==> config.mk <==
export PLATFORM = sky130hd
export DESIGN_NAME = queen_conflict_counter_unit
export DESIGN_NICKNAME = d
export VERILOG_FILES = /design/src/hdl/qcc_pkg.sv /design/src/hdl/qcc_ram.sv /design/src/hdl/qcc_datapath.sv /design/src/hdl/qcc_ctrl.sv /design/src/hdl/queen_conflict_counter_unit.sv
export SDC_FILE = /design/constraint.sdc
export NUM_CORES = 1
export LEC_CHECK = 0
export ABC_CLOCK_PERIOD_IN_PS = 9670
export BUFFER_PORTS_ARGS = -buffer_cell sky130_fd_sc_hd__buf_2
export CAP_MARGIN = 30
export CELL_PAD_IN_SITES_DETAIL_PLACEMENT = 1
export CELL_PAD_IN_SITES_GLOBAL_PLACEMENT = 1
export CORE_MARGIN = 2
export CORE_UTILIZATION = 54
export DETAILED_ROUTE_END_ITERATION = 8
export PLACE_DENSITY_LB_ADDON = 0.1
export SYNTH_ARGS = -nofsm -noshare
export SYNTH_HDL_FRONTEND = slang
export SYNTH_SLANG_ARGS = --single-unit
==> constraint.sdc <==
create_clock -name clk -period 9.67 [get_ports clk]
set_clock_uncertainty 0.1 [all_clocks]
set_input_delay 2.4175 -clock clk [delete_from_list [all_inputs] [get_ports clk]]
set_output_delay 2.4175 -clock clk [all_outputs]
set_load 0.05 [all_outputs]
==> src/hdl/qcc_pkg.sv <==
// Shared types, constants and a helper function for the queen conflict counter.
// Used by the controller, the datapath, the top level and the checker.
package qcc_pkg;

  localparam int ROW_W          = 7;   // row index width, also the board size register width
  localparam int COL_W          = 6;
  localparam int FROW_W         = 6;   // width of the row fields of an item
  localparam int TOT_W          = 11;
  localparam int DELTA_W        = 8;
  localparam int DACC_W         = 10;  // delta accumulator, holds +/-2 per row over 127 rows
  localparam int MAX_QUEENS_DEF = 64;
  localparam int PADDR_W        = 3;
  localparam int PDATA_W        = 32;

  localparam logic [ROW_W-1:0]   BOARD_SIZE_RST  = 7'd8;
  localparam logic [PADDR_W-1:0] ADDR_BOARD_SIZE = 3'd0;

  localparam logic [1:0] CMD_LOAD  = 2'd0;
  localparam logic [1:0] CMD_COUNT = 2'd1;
  localparam logic [1:0] CMD_SWAP  = 2'd2;

  localparam logic KIND_TOTAL = 1'b0;
  localparam logic KIND_SWAP  = 1'b1;

  typedef enum logic [3:0] {
    S_IDLE,
    S_T_PIV,
    S_T_CAP,
    S_T_SCAN,
    S_T_DRAIN,
    S_D_RA,
    S_D_RB,
    S_D_CAPB,
    S_D_SCAN,
    S_D_DRAIN,
    S_OUT
  } state_t;

  typedef enum logic [1:0] {
    RD_PIVOT,
    RD_SECOND,
    RD_SCAN
  } rd_sel_t;

  // controller -> datapath
  typedef struct packed {
    logic    accept;
    rd_sel_t rd_sel;
    logic    cap_ca;
    logic    cap_cb;
    logic    scan_init;
    logic    scan_step;
    logic    piv_inc;
    logic    out_fire;
  } ctl_t;

  // datapath -> controller
  typedef struct packed {
    logic trivial;    // item needs no board walk, result is zero
    logic scan_last;
    logic piv_last;
  } sts_t;

  // Queens in different rows attack on a shared column or diagonal.
  function automatic logic attacks(input logic [ROW_W-1:0] ra, input logic [COL_W-1:0] ca,
                                   input logic [ROW_W-1:0] rb, input logic [COL_W-1:0] cb);
    logic [ROW_W-1:0] dr;
    logic [COL_W-1:0] dc;
    dr = (ra > rb) ? (ra - rb) : (rb - ra);
    dc = (ca > cb) ? (ca - cb) : (cb - ca);
    return (ca == cb) || (dr == ROW_W'(dc));
  endfunction

endpackage

==> src/hdl/qcc_ram.sv <==
// Generic single-port-write, single-port-read RAM with registered read data.
// No dependencies.
module qcc_ram #(
  parameter int WIDTH = 6,
  parameter int DEPTH = 64
) (
  input  logic                     clk,
  input  logic                     we,
  input  logic [$clog2(DEPTH)-1:0] waddr,
  input  logic [WIDTH-1:0]         wdata,
  input  logic [$clog2(DEPTH)-1:0] raddr,
  output logic [WIDTH-1:0]         rdata
);

  logic [WIDTH-1:0] mem [DEPTH];
  logic [WIDTH-1:0] rdata_r;

  always_ff @(posedge clk) begin
    if (we) begin
      mem[waddr] <= wdata;
    end
    rdata_r <= mem[raddr];
  end

  assign rdata = rdata_r;

endmodule

==> src/hdl/qcc_datapath.sv <==
// Datapath: column store, row counters, attack checks, accumulators, result registers.
// Depends on qcc_pkg and qcc_ram.
module qcc_datapath #(
  parameter int MAX_QUEENS = qcc_pkg::MAX_QUEENS_DEF
) (
  input  logic                        clk,
  input  logic                        rst_n,
  input  logic [qcc_pkg::ROW_W-1:0]   board_size,
  input  logic [1:0]                  in_command,
  input  logic [qcc_pkg::FROW_W-1:0]  in_first_row,
  input  logic [qcc_pkg::FROW_W-1:0]  in_second_row,
  input  logic [qcc_pkg::COL_W-1:0]   in_load_column,
  input  qcc_pkg::ctl_t               ctl,
  output qcc_pkg::sts_t               sts,
  output logic                        out_valid,
  output logic [qcc_pkg::TOT_W-1:0]   out_total_threats,
  output logic signed [qcc_pkg::DELTA_W-1:0] out_swap_delta,
  output logic                        out_result_kind
);

  localparam int AW = $clog2(MAX_QUEENS);
  localparam int RW = qcc_pkg::ROW_W;
  localparam int CW = qcc_pkg::COL_W;
  localparam int DW = qcc_pkg::DACC_W;

  logic [RW-1:0] n;
  logic [RW-1:0] first_ext, second_ext;

  logic [RW-1:0] piv_r, piv_nxt;
  logic [RW-1:0] sec_r, sec_nxt;
  logic [RW-1:0] scan_r, scan_nxt;
  logic [RW-1:0] tag_r;
  logic          eval_r;
  logic          kind_r, kind_nxt;
  logic [CW-1:0] ca_r, cb_r;

  logic [qcc_pkg::TOT_W-1:0] tot_r, tot_nxt;
  logic signed [DW-1:0]      dacc_r, dacc_nxt;

  logic          ram_we;
  logic [AW-1:0] ram_waddr, ram_raddr;
  logic [CW-1:0] rd_data;
  logic [RW-1:0] rd_row;

  logic          hit_total;
  logic [CW-1:0] c_after;
  logic [1:0]    bef, aft;

  logic                      out_valid_r;
  logic [qcc_pkg::TOT_W-1:0] out_tot_r;
  logic signed [qcc_pkg::DELTA_W-1:0] out_delta_r;
  logic                      out_kind_r;
  logic signed [qcc_pkg::DELTA_W-1:0] delta_sat;

  assign first_ext  = RW'(in_first_row);
  assign second_ext = RW'(in_second_row);
  assign n = (32'(board_size) > MAX_QUEENS) ? RW'(MAX_QUEENS) : board_size;

  assign sts.trivial = (in_command == qcc_pkg::CMD_SWAP) ?
                       ((first_ext == second_ext) || (first_ext >= n) || (second_ext >= n)) :
                       (n < RW'(2));
  assign sts.scan_last = (scan_r == n - RW'(1));
  assign sts.piv_last  = ({1'b0, piv_r} + (RW+1)'(2)) >= {1'b0, n};

  // column store
  assign ram_we    = ctl.accept && (in_command == qcc_pkg::CMD_LOAD) &&
                     (32'(in_first_row) < MAX_QUEENS);
  assign ram_waddr = AW'(in_first_row);

  always_comb begin
    unique case (ctl.rd_sel)
      qcc_pkg::RD_PIVOT:  rd_row = piv_r;
      qcc_pkg::RD_SECOND: rd_row = sec_r;
      qcc_pkg::RD_SCAN:   rd_row = scan_r;
      default:            rd_row = scan_r;
    endcase
  end
  assign ram_raddr = AW'(rd_row);

  qcc_ram #(
    .WIDTH(CW),
    .DEPTH(MAX_QUEENS)
  ) u_qcc_ram (
    .clk   (clk),
    .we    (ram_we),
    .waddr (ram_waddr),
    .wdata (in_load_column),
    .raddr (ram_raddr),
    .rdata (rd_data)
  );

  // row counters and operand latches
  always_comb begin
    piv_nxt  = piv_r;
    sec_nxt  = sec_r;
    kind_nxt = kind_r;
    scan_nxt = scan_r;
    if (ctl.accept) begin
      piv_nxt  = (in_command == qcc_pkg::CMD_SWAP) ? first_ext : '0;
      sec_nxt  = second_ext;
      kind_nxt = (in_command == qcc_pkg::CMD_SWAP) ? qcc_pkg::KIND_SWAP : qcc_pkg::KIND_TOTAL;
    end
    if (ctl.piv_inc) begin
      piv_nxt = piv_r + RW'(1);
    end
    if (ctl.scan_init) begin
      scan_nxt = (kind_r == qcc_pkg::KIND_SWAP) ? '0 : piv_r + RW'(1);
    end else if (ctl.scan_step) begin
      scan_nxt = scan_r + RW'(1);
    end
  end

  // evaluation of the row read in the previous cycle
  always_comb begin
    hit_total = qcc_pkg::attacks(piv_r, ca_r, tag_r, rd_data);
    if (tag_r == piv_r) begin
      c_after = cb_r;
    end else if (tag_r == sec_r) begin
      c_after = ca_r;
    end else begin
      c_after = rd_data;
    end
    bef = '0;
    aft = '0;
    if (tag_r != piv_r) begin
      bef = bef + 2'(qcc_pkg::attacks(piv_r, ca_r, tag_r, rd_data));
      aft = aft + 2'(qcc_pkg::attacks(piv_r, cb_r, tag_r, c_after));
    end
    if (tag_r != sec_r) begin
      bef = bef + 2'(qcc_pkg::attacks(sec_r, cb_r, tag_r, rd_data));
      aft = aft + 2'(qcc_pkg::attacks(sec_r, ca_r, tag_r, c_after));
    end
  end

  always_comb begin
    tot_nxt  = tot_r;
    dacc_nxt = dacc_r;
    if (ctl.accept) begin
      tot_nxt  = '0;
      dacc_nxt = '0;
    end else if (eval_r) begin
      if (kind_r == qcc_pkg::KIND_SWAP) begin
        dacc_nxt = dacc_r + $signed({{(DW-2){1'b0}}, aft}) - $signed({{(DW-2){1'b0}}, bef});
      end else if (hit_total && (tot_r != {qcc_pkg::TOT_W{1'b1}})) begin
        tot_nxt = tot_r + qcc_pkg::TOT_W'(1);
      end
    end
  end

  always_comb begin
    if (dacc_r > DW'(127)) begin
      delta_sat = 8'sd127;
    end else if (dacc_r < -DW'(128)) begin
      delta_sat = -8'sd128;
    end else begin
      delta_sat = dacc_r[qcc_pkg::DELTA_W-1:0];
    end
  end

  always_ff @(posedge clk) begin
    if (!rst_n) begin
      eval_r      <= 1'b0;
      out_valid_r <= 1'b0;
    end else begin
      eval_r      <= ctl.scan_step;
      out_valid_r <= ctl.out_fire;
    end
  end

  always_ff @(posedge clk) begin
    piv_r  <= piv_nxt;
    sec_r  <= sec_nxt;
    kind_r <= kind_nxt;
    scan_r <= scan_nxt;
    tag_r  <= scan_r;
    tot_r  <= tot_nxt;
    dacc_r <= dacc_nxt;
    if (ctl.cap_ca) begin
      ca_r <= rd_data;
    end
    if (ctl.cap_cb) begin
      cb_r <= rd_data;
    end
    if (ctl.out_fire) begin
      out_kind_r  <= kind_r;
      out_tot_r   <= (kind_r == qcc_pkg::KIND_SWAP) ? '0 : tot_r;
      out_delta_r <= (kind_r == qcc_pkg::KIND_SWAP) ? delta_sat : '0;
    end
  end

  assign out_valid         = out_valid_r;
  assign out_total_threats = out_tot_r;
  assign out_swap_delta    = out_delta_r;
  assign out_result_kind   = out_kind_r;

endmodule

==> src/hdl/qcc_ctrl.sv <==
// Controller state machine: sequences pivot reads, row scans and the result strobe.
// Depends on qcc_pkg.
module qcc_ctrl (
  input  logic          clk,
  input  logic          rst_n,
  input  logic          start,
  input  logic [1:0]    in_command,
  input  qcc_pkg::sts_t sts,
  output qcc_pkg::ctl_t ctl,
  output logic          busy
);

  qcc_pkg::state_t state_r, state_nxt;

  always_ff @(posedge clk) begin
    if (!rst_n) begin
      state_r <= qcc_pkg::S_IDLE;
    end else begin
      state_r <= state_nxt;
    end
  end

  always_comb begin
    state_nxt     = state_r;
    ctl           = '0;
    ctl.rd_sel    = qcc_pkg::RD_SCAN;
    busy          = 1'b1;
    unique case (state_r)
      qcc_pkg::S_IDLE: begin
        busy = 1'b0;
        if (start) begin
          ctl.accept = 1'b1;
          case (in_command)
            qcc_pkg::CMD_COUNT: state_nxt = sts.trivial ? qcc_pkg::S_OUT : qcc_pkg::S_T_PIV;
            qcc_pkg::CMD_SWAP:  state_nxt = sts.trivial ? qcc_pkg::S_OUT : qcc_pkg::S_D_RA;
            default:            state_nxt = qcc_pkg::S_IDLE;
          endcase
        end
      end
      qcc_pkg::S_T_PIV: begin
        ctl.rd_sel = qcc_pkg::RD_PIVOT;
        state_nxt  = qcc_pkg::S_T_CAP;
      end
      qcc_pkg::S_T_CAP: begin
        ctl.cap_ca    = 1'b1;
        ctl.scan_init = 1'b1;
        state_nxt     = qcc_pkg::S_T_SCAN;
      end
      qcc_pkg::S_T_SCAN: begin
        ctl.scan_step = 1'b1;
        if (sts.scan_last) begin
          state_nxt = qcc_pkg::S_T_DRAIN;
        end
      end
      qcc_pkg::S_T_DRAIN: begin
        // last pair of this pivot is evaluated here
        if (sts.piv_last) begin
          state_nxt = qcc_pkg::S_OUT;
        end else begin
          ctl.piv_inc = 1'b1;
          state_nxt   = qcc_pkg::S_T_PIV;
        end
      end
      qcc_pkg::S_D_RA: begin
        ctl.rd_sel = qcc_pkg::RD_PIVOT;
        state_nxt  = qcc_pkg::S_D_RB;
      end
      qcc_pkg::S_D_RB: begin
        ctl.cap_ca = 1'b1;
        ctl.rd_sel = qcc_pkg::RD_SECOND;
        state_nxt  = qcc_pkg::S_D_CAPB;
      end
      qcc_pkg::S_D_CAPB: begin
        ctl.cap_cb    = 1'b1;
        ctl.scan_init = 1'b1;
        state_nxt     = qcc_pkg::S_D_SCAN;
      end
      qcc_pkg::S_D_SCAN: begin
        ctl.scan_step = 1'b1;
        if (sts.scan_last) begin
          state_nxt = qcc_pkg::S_D_DRAIN;
        end
      end
      qcc_pkg::S_D_DRAIN: begin
        state_nxt = qcc_pkg::S_OUT;
      end
      qcc_pkg::S_OUT: begin
        ctl.out_fire = 1'b1;
        state_nxt    = qcc_pkg::S_IDLE;
      end
      default: begin
        state_nxt = qcc_pkg::S_IDLE;
      end
    endcase
  end

endmodule

==> src/hdl/queen_conflict_counter_unit.sv <==
// Queen conflict counter top level: APB board size register, controller, datapath.
// Depends on qcc_pkg, qcc_ctrl, qcc_datapath (and qcc_ram through the datapath).
// Load: no result. Count: the time from accept to strobe is set by one column-store read port
// visiting every row pair. Swap delta: one scan over the rows. Trivial queries skip the scan.
// One item at a time; busy is high while an item is in progress. Synchronous active-low
// reset clears control state and sets board_size to 8; the column store is not cleared.
module queen_conflict_counter_unit #(
  parameter int MAX_QUEENS = qcc_pkg::MAX_QUEENS_DEF
) (
  input  logic                         clk,
  input  logic                         rst_n,
  input  logic                         start,
  output logic                         busy,
  input  logic [1:0]                   in_command,
  input  logic [qcc_pkg::FROW_W-1:0]   in_first_row,
  input  logic [qcc_pkg::FROW_W-1:0]   in_second_row,
  input  logic [qcc_pkg::COL_W-1:0]    in_load_column,
  output logic                         out_valid,
  output logic [qcc_pkg::TOT_W-1:0]    out_total_threats,
  output logic signed [qcc_pkg::DELTA_W-1:0] out_swap_delta,
  output logic                         out_result_kind,
  input  logic                         psel,
  input  logic                         penable,
  input  logic                         pwrite,
  input  logic [qcc_pkg::PADDR_W-1:0]  paddr,
  input  logic [qcc_pkg::PDATA_W-1:0]  pwdata,
  output logic [qcc_pkg::PDATA_W-1:0]  prdata,
  output logic                         pready
);

  logic [qcc_pkg::ROW_W-1:0] board_size_r;
  qcc_pkg::ctl_t ctl;
  qcc_pkg::sts_t sts;

  assign pready = 1'b1;

  always_ff @(posedge clk) begin
    if (!rst_n) begin
      board_size_r <= qcc_pkg::BOARD_SIZE_RST;
    end else if (psel && penable && pwrite && pready &&
                 (paddr == qcc_pkg::ADDR_BOARD_SIZE)) begin
      board_size_r <= pwdata[qcc_pkg::ROW_W-1:0];
    end
  end

  assign prdata = (paddr == qcc_pkg::ADDR_BOARD_SIZE) ?
                  qcc_pkg::PDATA_W'(board_size_r) : '0;

  qcc_ctrl u_qcc_ctrl (
    .clk        (clk),
    .rst_n      (rst_n),
    .start      (start),
    .in_command (in_command),
    .sts        (sts),
    .ctl        (ctl),
    .busy       (busy)
  );

  qcc_datapath #(
    .MAX_QUEENS(MAX_QUEENS)
  ) u_qcc_datapath (
    .clk               (clk),
    .rst_n             (rst_n),
    .board_size        (board_size_r),
    .in_command        (in_command),
    .in_first_row      (in_first_row),
    .in_second_row     (in_second_row),
    .in_load_column    (in_load_column),
    .ctl               (ctl),
    .sts               (sts),
    .out_valid         (out_valid),
    .out_total_threats (out_total_threats),
    .out_swap_delta    (out_swap_delta),
    .out_result_kind   (out_result_kind)
  );

endmodule

==> metrics.md, run 1 <==
| Metric | Value |
|---|---|
| Crit Path Class | `flop to flop` |
| Required time worst endpoint | `10.05 ns` |
| Core ar. | `45200 µm²` |
| FF+latch area | `14100 µm²` |
| Filler cell count | `4655` |
| Seq cells post-synth | `484` |
| # setup viols final | `0` |
| Max-cap check violation count | `0` |
| Post-Route WL | `66.6 mm` |
| FFs w/ async S/R, synth | `0` |
| Hold Path Depth | `2` |
| Initial antenna violation count | `0` |
| Clock Tree Buf Depth | `3` |
| WP buf/inv | `2` |
| Status | `finished, final reports clean` |
| Via count | `17000` |
| Die width | `217 µm` |
| Min-delay src | `u_qcc_datapath.tot_r[8]` |
| Final std cells w/o fill | `2812` |
| Leak pwr | `9.71 nW` |
| Clock period minus final worst setup slack | `7.75 ns` |
| Worst reg2reg setup slack | `1.92 ns` |
| Max-slew headroom | `0.184` |
| Routed len/inst | `23.7 µm` |
| Mapped Cells | `2152` |
| Post-CTS setup repair buffer count | `0` |
| Endpoint, Worst Hold | `u_qcc_datapath.tot_r[8]` |
| Switching share of power | `0.298` |
| Vias in the first global route | `18000` |
| Max-slew violations | `0` |
| Synth warn | `0` |
| Delay of the slowest critical-path stage | `0.78 ns` |
| Placed cells | `2716` |
| Post-synth top flop | `edfxtp_1` |
| Iteration-0 DRC Markers | `1298` |
| Std cell rows | `78` |
| Synth top area share | `0.534` |
| CP Data Arrival Time | `8.13 ns` |
| HPWL after DPL | `42.6 mm` |
| Number of CTS-inserted buffers | `51` |
| Sequential share of power | `0.429` |
| Pin count of the biggest net entering global routing | `193` |
| Multi-input gate area | `9650 µm²` |
| Yosys cell types | `72` |
| CP Max Fanout | `12` |
| 1st-pass router iterations | `5` |
| Nets | `2352` |
| Cts repair resizes | `0` |
| Peak VDD IR | `176 µV` |
| Most instantiated cells after synthesis | `437 x edfxtp_1, 201 x nand2_1, 193 x nor2_1, 145 x a211oi_1, 109 x ha_1` |
| H-tree levels | `2` |
| CP endpoint kind | `flop` |
| Power Density | `204 nW/µm²` |
| CTS tree | `built` |
| RePlAce Congestion | `0.913` |
| # clock sinks | `484` |
| Crit-path slowest cell | `nor2_1` |
| Clk pin slew, worst setup/hold paths | `0.06 ns` |
| Max Freq | `129 MHz` |
| Hold-fix buffers, CTS | `0` |
| Post-Syn Area | `24600 µm²` |
| Synth-to-layout area growth | `9.45%` |
| Layout cell share with drive strength beyond 1 | `0.0818` |
| CP delay by family, top | `compound AO/OA/AOI/OAI gates` |
| Die H | `217 µm` |
| Worst Hold Class | `flop to flop` |
| Worst slew pin tran | `1.22 ns` |
| CP startpoint kind | `flop` |
| Avg Inst Size Synth | `11.4 µm²` |
| Fin Setup TNS | `0 ns` |
| Die area | `47300 µm²` |
| Sw Pwr | `1.63 mW` |
| R2R Path End | `u_qcc_datapath.dacc_r[9]` |
| Post-synth top area cell | `edfxtp_1` |
| Combinational power share | `0.222` |
| Launching point of the worst reg2reg path | `u_qcc_datapath.piv_r[4]` |
| Clk pwr share | `0.348` |
| Sequential area share after synthesis | `0.572` |
| Post-synth EDFFs | `437` |
| Drt drc | `0` |
| Int Pwr | `3.86 mW` |
| RSZ-0062 raised after global routing | `no` |
| Gr ovfl total | `0` |
| Hold Vio Cnt, Final | `0` |
| DRT antenna net count | `0` |
| Register-to-Register Path Depth | `31` |
| IO Port Bufs | `64` |
| Total track usage | `0.285` |
| Most frequent cell after synthesis | `edfxtp_1` |
| Clk_lat worst skew | `0.62 ns` |
| Final Cycle Share | `0.801` |
| Antenna cell count | `0` |
| Synth top area cells | `edfxtp_1 53%, ha_1 5.5%, a211oi_1 4.4%` |
| Root buffer cell | `clkbuf_16` |
| First-pass GRT wire length | `103 mm` |
| I/O pins | `116` |
| Vias per cell | `6.06` |
| Effective utilization at floorplan | `0.544` |
tightest hold or removal path, cell delays in order (launching register included):
cell and delay (ns):
dfxtp_1 0.33, o31ai_1 0.07, a21oi_1 0.06
state kept, by name, summed over array words and instances (netlist names), 7 cells and up:
| register | count |
|---|---|
| board_size_r | 7 |
| u_qcc_datapath.dacc_r | 10 |
| u_qcc_datapath.out_swap_delta | 8 |
| u_qcc_datapath.out_total_threats | 11 |
| u_qcc_datapath.piv_r | 7 |
| u_qcc_datapath.scan_r | 7 |
| u_qcc_datapath.tag_r | 7 |
| u_qcc_datapath.tot_r | 11 |
| u_qcc_datapath.u_qcc_ram.mem | 384 |
final cells by class:
type | count | area share
clock buffers | 67 | 0.0500
clock inverters | 28 | 0.0102
inverters | 99 | 0.0138
multi-input cells | 1452 | 0.358
flip-flops and latches | 484 | 0.522
well taps | 600 | 0.0279
repair buffers | 82 | 0.0173
kinds of logic (layout without fill, tap and decap cells):
kind of cell	after synthesis	after routing	share of synthesized area
and+or+nand+nor	658	658	0.127
AOI/OAI and AO/OA	495	495	0.135
DFF	484	484	0.572
buffers and inverters	240	276	0.0416
adders and majority gates	121	121	0.0652
xor gates and xnor gates	85	85	0.0314
muxes	67	67	0.0277
other	2	26	0.000305
worst max-delay path by stage:
stage,start,cells past startpoint,endpoint
after detailed placement,u_qcc_datapath.piv_r[4],31,u_qcc_datapath.dacc_r[9]
after global placement,u_qcc_datapath.piv_r[4],31,u_qcc_datapath.dacc_r[9]
final,u_qcc_datapath.piv_r[4],31,u_qcc_datapath.dacc_r[9]
after global routing,u_qcc_datapath.piv_r[4],32,u_qcc_datapath.dacc_r[9]
after floorplan,u_qcc_datapath.piv_r[2],33,u_qcc_datapath.dacc_r[9]
after CTS,u_qcc_datapath.piv_r[4],30,u_qcc_datapath.dacc_r[9]
per-stage QoR:
stage	hold slack [ns]	worst slack [ns]	total power, mW	cell area [µm²]	util
final	0.408	1.92	5.49	26900	0.596
after global routing	0.433	1.39	5.70	26900	0.596
after CTS	0.399	2.03	5.51	26900	0.596
after detailed placement	0.390	2.04	3.61	25300	0.560
after global placement	0.373	2.36	3.56	25300	0.560
after floorplan	0.310	3.26	3.27	24700	-
power by group through the flow:
stage,Combinational [mW],Sequential (mW),Clock (mW)
floorplan,0.898,2.38,0
global placement,1.16,2.40,0
detailed placement,1.21,2.40,0
CTS,1.22,2.36,1.94
global route,1.33,2.36,2.01
finish,1.22,2.36,1.91
metal layers:
| metal | vias up | GRT usage | share of wire |
|---|---|---|---|
| met5 | - | 0 | 0 |
| li1 | 7849 | - | - |
| met2 | 433 | 0.503 | 0.51 |
| met4 | 0 | 0.100 | 0.033 |
| met1 | 8644 | 0.362 | 0.41 |
| met3 | 118 | 0.0356 | 0.045 |
cell usage in the layout (no fill, tap or decap), types with 8 or more instances in the layout:
master,count
a211oi_1,145
clkbuf_16,51
a31oi_1,53
fa_1,12
a21boi_0,9
and2_1,87
dfxtp_1,47
o211ai_1,29
edfxtp_1,437
ha_1,109
conb_1,26
a21o_1,27
clkinv_2,11
nand4_1,11
a21oi_1,92
clkinv_1,8
buf_2,65
buf_4,16
and3_1,12
mux2i_1,59
xor2_1,34
nor2b_1,30
nor2_1,193
clkbuf_1,15
nand2b_1,14
o21bai_1,10
inv_1,99
nor3_1,11
a211o_1,8
nand2_1,198
or3_1,11
xnor2_1,49
o21ai_0,67
mux2_2,8
nand3_1,58
No activity file was read; power rests on OpenSTA's default activity.
==> run 2, diff against run 1 <==
--- a/config.mk
+++ b/config.mk
@@ -5,13 +5,13 @@
 export SDC_FILE = /design/constraint.sdc
 export NUM_CORES = 1
 export LEC_CHECK = 0
-export ABC_CLOCK_PERIOD_IN_PS = 9670
+export ABC_CLOCK_PERIOD_IN_PS = 7500
 export BUFFER_PORTS_ARGS = -buffer_cell sky130_fd_sc_hd__buf_2
 export CAP_MARGIN = 30
 export CELL_PAD_IN_SITES_DETAIL_PLACEMENT = 1
 export CELL_PAD_IN_SITES_GLOBAL_PLACEMENT = 1
 export CORE_MARGIN = 2
-export CORE_UTILIZATION = 54
+export CORE_UTILIZATION = 50
 export DETAILED_ROUTE_END_ITERATION = 8
 export PLACE_DENSITY_LB_ADDON = 0.1
 export SYNTH_ARGS = -nofsm -noshare
==> constraint.sdc (replaced) <==
create_clock -name clk -period 7.5 [get_ports clk]
set_clock_uncertainty 0.1 [all_clocks]
set_input_delay 1.875 -clock clk [delete_from_list [all_inputs] [get_ports clk]]
set_output_delay 1.875 -clock clk [all_outputs]
set_load 0.05 [all_outputs]
==> run 2 against run 1 <==
Effect of this change: hold slack lost 0.014 ns; largest power group unchanged; first-iteration DRC count down 4.0%; combinational power increased by 30%; critical path type unchanged; critical endpoint unchanged.
==> metrics.md, run 2 (synthesis results as in run 1) <==
| Metric | Value |
|---|---|
| Antenna cell count | `0 (unchanged)` |
| Via count | `16700 (-2.0%)` |
| Effective utilization at floorplan | `0.505 (-0.0398)` |
| Required time worst endpoint | `7.92 ns (-2.13 ns)` |
| Layout cell share with drive strength beyond 1 | `0.0886 (+0.00675)` |
| Drt drc | `0 (unchanged)` |
| CP delay by family, top | `compound AO/OA/AOI/OAI gates` |
| Total track usage | `0.258 (-0.0270)` |
| Max Freq | `143 MHz (+11%)` |
| Synth-to-layout area growth | `10.9%` |
| Die width | `226 µm (+3.8%)` |
| Power Density | `268 nW/µm² (+31%)` |
| IO Port Bufs | `64 (unchanged)` |
| Final Cycle Share | `0.931 (+0.130)` |
| CP Max Fanout | `8 (-4)` |
| Nets | `2363 (+0.47%)` |
| 1st-pass router iterations | `5 (unchanged)` |
| Die area | `51000 µm² (+7.8%)` |
| Peak VDD IR | `337 µV (+91%)` |
| Crit-path slowest cell | `fa_1` |
| Post-Route WL | `65.3 mm (-1.9%)` |
| RePlAce Congestion | `0.891 (-2.4%)` |
| Leading cell types in the layout, fill and taps excluded | `437 x edfxtp_1, 198 x nand2_1, 193 x nor2_1` |
| Fin Setup TNS | `0 ns (unchanged)` |
| DRT antenna net count | `0 (unchanged)` |
| Max-slew headroom | `0.381 (+0.196)` |
| Pin count of the biggest net entering global routing | `157 (-19%)` |
| Finished Cell Area | `27300 µm² (+1.3%)` |
| Vias per cell | `5.78 (-4.6%)` |
| RSZ-0062 raised after global routing | `no` |
| Std cell rows | `81 (+3.8%)` |
| Clk_lat worst skew | `0.61 ns (about the same)` |
| Iteration-0 DRC Markers | `1246 (-4.0%)` |
| Max-cap check violation count | `0 (unchanged)` |
| Clk pin slew, worst setup/hold paths | `0.06 ns (about the same)` |
| Clock period minus final worst setup slack | `6.98 ns (-0.766 ns)` |
| H-tree levels | `2 (unchanged)` |
| CP Data Arrival Time | `7.41 ns (-0.72 ns)` |
| # setup viols final | `0 (unchanged)` |
| Core ar. | `48700 µm² (+7.9%)` |
| Routed len/inst | `22.6 µm (-4.5%)` |
| Worst slew pin tran | `0.929 ns (-0.295 ns)` |
| Vias in the first global route | `17500 (-2.7%)` |
| Largest Register | `u_qcc_datapath.u_qcc_ram.mem` |
| Hold Vio Cnt, Final | `0 (unchanged)` |
| Worst Hold Class | `flop to flop` |
| Commonest non-fill, non-tap cell in the layout | `edfxtp_1` |
| Number of CTS-inserted buffers | `52 (+2.0%)` |
| Hold-fix buffers, CTS | `0 (unchanged)` |
| Largest register FFs | `384 (unchanged)` |
| Post-DP Area | `25500 µm² (+0.68%)` |
| WP buf/inv | `3 (+1)` |
| CP endpoint kind | `flop` |
| Initial antenna violation count | `0 (unchanged)` |
| Gr ovfl total | `0 (unchanged)` |
| Die H | `226 µm (+3.8%)` |
| Root buffer cell | `clkbuf_16` |
| Worst path most repeated cell | `a21oi_1` |
| Delay of the slowest critical-path stage | `0.53 ns (-0.25 ns)` |
| I/O pins | `116 (unchanged)` |
| CTS tree | `built` |
| Filler cell count | `5020 (+7.8%)` |
| Cts repair resizes | `0 (unchanged)` |
| Crit Path Class | `flop to flop` |
| Clock Tree Buf Depth | `3 (unchanged)` |
| Max-slew violations | `0 (unchanged)` |
| CP startpoint kind | `flop` |
| Post-CTS setup repair buffer count | `0 (unchanged)` |
| # clock sinks | `484 (unchanged)` |
| Leak pwr | `9.85 nW (+1.5%)` |
| HPWL after DPL | `42.7 mm (+0.12%)` |
| Status | `finished, final reports clean` |
| First-pass GRT wire length | `101 mm (-2.6%)` |
| Hold_ws | `0.393 ns (-0.0145 ns)` |
-- run 2: cell count changes in the layout (fill, tap and decap cells not counted), sizes merged --
cell / previous run / this run
inv: 101 / 100
clkinv: 21 / 22
bufinv: 4 / 9
clkbuf: 67 / 64
buf: 82 / 92
-- run 2: layer usage --
metal / wire (µm) / global-route usage / vias to the layer above
met1: 28100 / 0.334 / 8378
met2: 33200 / 0.459 / 361
met4: 1560 / 0.0692 / 0
met5: 0 / 0 / -
li1: - / - / 7874
met3: 2460 / 0.0276 / 90
-- run 2: cell type report --
class / instances / area [µm²] / area share
tap: 664 / 831 / 0.0305
inverter: 99 / 372 / 0.0136
clock inverter: 33 / 423 / 0.0155
timing repair buffer: 92 / 553 / 0.0203
clock buffer: 64 / 1390 / 0.0508
sequential: 484 / 14100 / 0.516
multi-input combinational: 1452 / 9650 / 0.354
-- run 2: final timing paths --
path / from / endpoint / slack [ns] / cells past startpoint
max reg2reg: u_qcc_datapath.piv_r[3] / u_qcc_datapath.dacc_r[9] / 0.52 / 30
max: u_qcc_datapath.piv_r[3] / u_qcc_datapath.dacc_r[9] / 0.52 / 30
min: u_qcc_datapath.tot_r[10] / u_qcc_datapath.tot_r[10] / 0.39 / 1
min reg2reg: u_qcc_datapath.tot_r[10] / u_qcc_datapath.tot_r[10] / 0.39 / 1
-- run 2: metrics by stage --
step	setup WS (ns)	power (mW)	cells	util
2_1_floorplan	1.09	4.22	2176	-
3_3_place_gp	0.579	4.61	2790	0.522
3_5_place_dp	0.508	4.66	2791	0.522
4_1_cts	0.494	7.36	2888	0.559
5_1_grt	0.0435	7.61	2888	0.559
6_report	0.519	7.31	2888	0.559
-- run 2: power by group --
part	total, mW	internal [mW]	switching, mW
Clock	2.71	1.63	1.08
Sequential	3.03	2.98	0.0542
Combinational	1.58	0.598	0.978
Total	7.31	5.20	2.11
==> run 3, diff against run 2 <==
--- a/config.mk
+++ b/config.mk
@@ -11,7 +11,7 @@
 export CELL_PAD_IN_SITES_DETAIL_PLACEMENT = 1
 export CELL_PAD_IN_SITES_GLOBAL_PLACEMENT = 1
 export CORE_MARGIN = 2
-export CORE_UTILIZATION = 50
+export CORE_UTILIZATION = 40
 export DETAILED_ROUTE_END_ITERATION = 8
 export PLACE_DENSITY_LB_ADDON = 0.1
 export SYNTH_ARGS = -nofsm -noshare
==> run 3 against run 2 <==
Effect of this change: critical path depth rose by 1; sequential power about the same; register-to-register slack better by 0.02 ns; sequential cell count is the same; global-route usage decreased by 4.8 points; cell count increased by 4.4%; clock-buffer cell count rose by 13; hold slack got worse by 0.0041 ns; clock power down 8.9%; via count down 1.0%; largest power group unchanged.
==> metrics.md, run 3 (synthesis results as in run 1) <==
| Metric | Value |
|---|---|
| FF+latch area | `14100 µm² (unchanged)` |
| Clk_lat worst skew | `0.62 ns (about the same)` |
| Worst slew pin tran | `0.958 ns (+0.0295 ns)` |
| Multi-input gate area | `9650 µm² (unchanged)` |
| Die width | `252 µm (+12%)` |
| Gr ovfl total | `0 (unchanged)` |
| Layout cell share with drive strength beyond 1 | `0.0860 (-0.00256)` |
| Effective utilization at floorplan | `0.406 (-0.0986)` |
| Hold Vio Cnt, Final | `0 (unchanged)` |
| Met2 GRT Util | `0.372 (-0.0875)` |
| Via count | `16500 (-1.0%)` |
| CP startpoint kind | `flop` |
| Peak VDD IR | `255 µV (-25%)` |
| Filler cell count | `6442 (+28%)` |
| Leak pwr | `9.78 nW (-0.64%)` |
| Routed len/inst | `22.1 µm (-2.4%)` |
| Largest register FFs | `384 (unchanged)` |
| Vias in the first global route | `17500 (+0.19%)` |
| First-pass GRT wire length | `103 mm (+1.8%)` |
| HPWL after DPL | `43.5 mm (+1.9%)` |
| CP delay by family, top | `compound AO/OA/AOI/OAI gates` |
| CP Data Arrival Time | `7.40 ns (about the same)` |
| Synth-to-layout area growth | `11.0%` |
| Die H | `252 µm (+12%)` |
| Number of CTS-inserted buffers | `53 (+1.9%)` |
| Max Freq | `144 MHz (+0.30%)` |
| Post-route worst setup slack | `0.540 ns (+0.0211 ns)` |
| Worst Hold Class | `flop to flop` |
| Clk pin slew, worst setup/hold paths | `0.06 ns (about the same)` |
| Final Cycle Share | `0.928 (-0.00281)` |
| Max-slew violations | `0 (unchanged)` |
| DRT antenna net count | `0 (unchanged)` |
| Max-slew headroom | `0.359 (-0.0215)` |
| GRT busiest layer | `met2` |
| Std cell rows | `90 (+11%)` |
| Met1 usage | `0.267 (-0.0677)` |
| RSZ-0062 raised after global routing | `no` |
| Delay of the slowest critical-path stage | `0.54 ns (about the same)` |
| CTS tree | `built` |
| # setup viols final | `0 (unchanged)` |
| Max-cap check violation count | `0 (unchanged)` |
| I/O pins | `116 (unchanged)` |
| Crit Path Class | `flop to flop` |
| Leading cell types in the layout, fill and taps excluded | `437 x edfxtp_1, 198 x nand2_1, 193 x nor2_1` |
| Post-Route WL | `66.5 mm (+1.8%)` |
| Drt drc | `0 (unchanged)` |
| Nets | `2370 (+0.30%)` |
| Commonest non-fill, non-tap cell in the layout | `edfxtp_1` |
| Hold-fix buffers, CTS | `0 (unchanged)` |
| Clock period minus final worst setup slack | `6.96 ns (-0.0211 ns)` |
| Crit-path slowest cell | `fa_1` |
| CP Max Fanout | `6 (-2)` |
| Clock Tree Buf Depth | `3 (unchanged)` |
| Initial antenna violation count | `0 (unchanged)` |
| IO Port Bufs | `64 (unchanged)` |
| WP buf/inv | `4 (+1)` |
| Total track usage | `0.210 (-0.0479)` |
| Die area | `63500 µm² (+25%)` |
| Fin Setup TNS | `0 ns (unchanged)` |
| 1st-pass router iterations | `6 (+1)` |
| CP endpoint kind | `flop` |
| Power Density | `260 nW/µm² (-3.1%)` |
| Worst path most repeated cell | `ha_1` |
| Root buffer cell | `clkbuf_16` |
| Place WS | `0.486 ns (-0.0224 ns)` |
| Iteration-0 DRC Markers | `945 (-24%)` |
| Core ar. | `60600 µm² (+24%)` |
| Pin count of the biggest net entering global routing | `99 (-37%)` |
| Vias per cell | `5.48 (-5.2%)` |
| # clock sinks | `484 (unchanged)` |
| RePlAce Congestion | `0.826 (-7.2%)` |
| GR Layer Usage met3 | `0.0264 (-0.00117)` |
| Required time worst endpoint | `7.94 ns (+0.02 ns)` |
| Status | `finished, final reports clean` |
| Largest Register | `u_qcc_datapath.u_qcc_ram.mem` |
| Antenna cell count | `0 (unchanged)` |
| H-tree levels | `2 (unchanged)` |
-- run 3: routing by layer --
| metal | vias to the layer above | part of all wire | routed length [µm] |
|---|---|---|---|
| met5 | - | 0 | 0 |
| met4 | 0 | 0.029 | 1900 |
| met3 | 98 | 0.033 | 2200 |
| met2 | 256 | 0.50 | 33300 |
| met1 | 8283 | 0.44 | 29100 |
| li1 | 7893 | - | - |
-- run 3: layout make-up --
class,instances,share of cell area
Timing Repair Buffer,98,0.0225
Inverter,99,0.0136
Multi-Input combinational cell,1452,0.353
Clock buffer,77,0.0522
Sequential cell,484,0.515
Clock inverter,22,0.00765
Tap cell,782,0.0358
-- run 3: where the power goes --
group	switching (mW)	total [mW]	internal [mW]
logic	0.988	1.59	0.607
clock network	1.08	2.47	1.40
registers	0.0470	3.02	2.98
total	2.11	7.09	4.98
-- run 3: final timing paths --
path | to | depth (start not counted) | startpoint | slack [ns]
min reg2reg | u_qcc_datapath.tot_r[10] | 1 | u_qcc_datapath.tot_r[10] | 0.39
min | u_qcc_datapath.tot_r[10] | 1 | u_qcc_datapath.tot_r[10] | 0.39
max reg2reg | u_qcc_datapath.dacc_r[9] | 31 | u_qcc_datapath.tag_r[1] | 0.54
max | u_qcc_datapath.dacc_r[9] | 31 | u_qcc_datapath.tag_r[1] | 0.54
-- run 3: what timing repair did --
| item | CTS | global route |
|---|---|---|
| buffers inserted | 0 | 1 |
| endpoints found under the setup margin | 0 | 1 |
| gates resized for setup | 0 | 1 |
-- run 3: per-stage QoR --
stage                     utilization  instances  hold slack, ns  cell area, µm²  power [mW]
final                           0.451       3014           0.389           27300        7.09
after detailed placement        0.424       2914           0.383           25700        4.68
after floorplan                     -       2176           0.310           24700        4.22
after global placement          0.424       2914           0.368           25700        4.64
after CTS                       0.451       3013           0.400           27300        7.17
after global routing            0.451       3014           0.414           27300        7.43
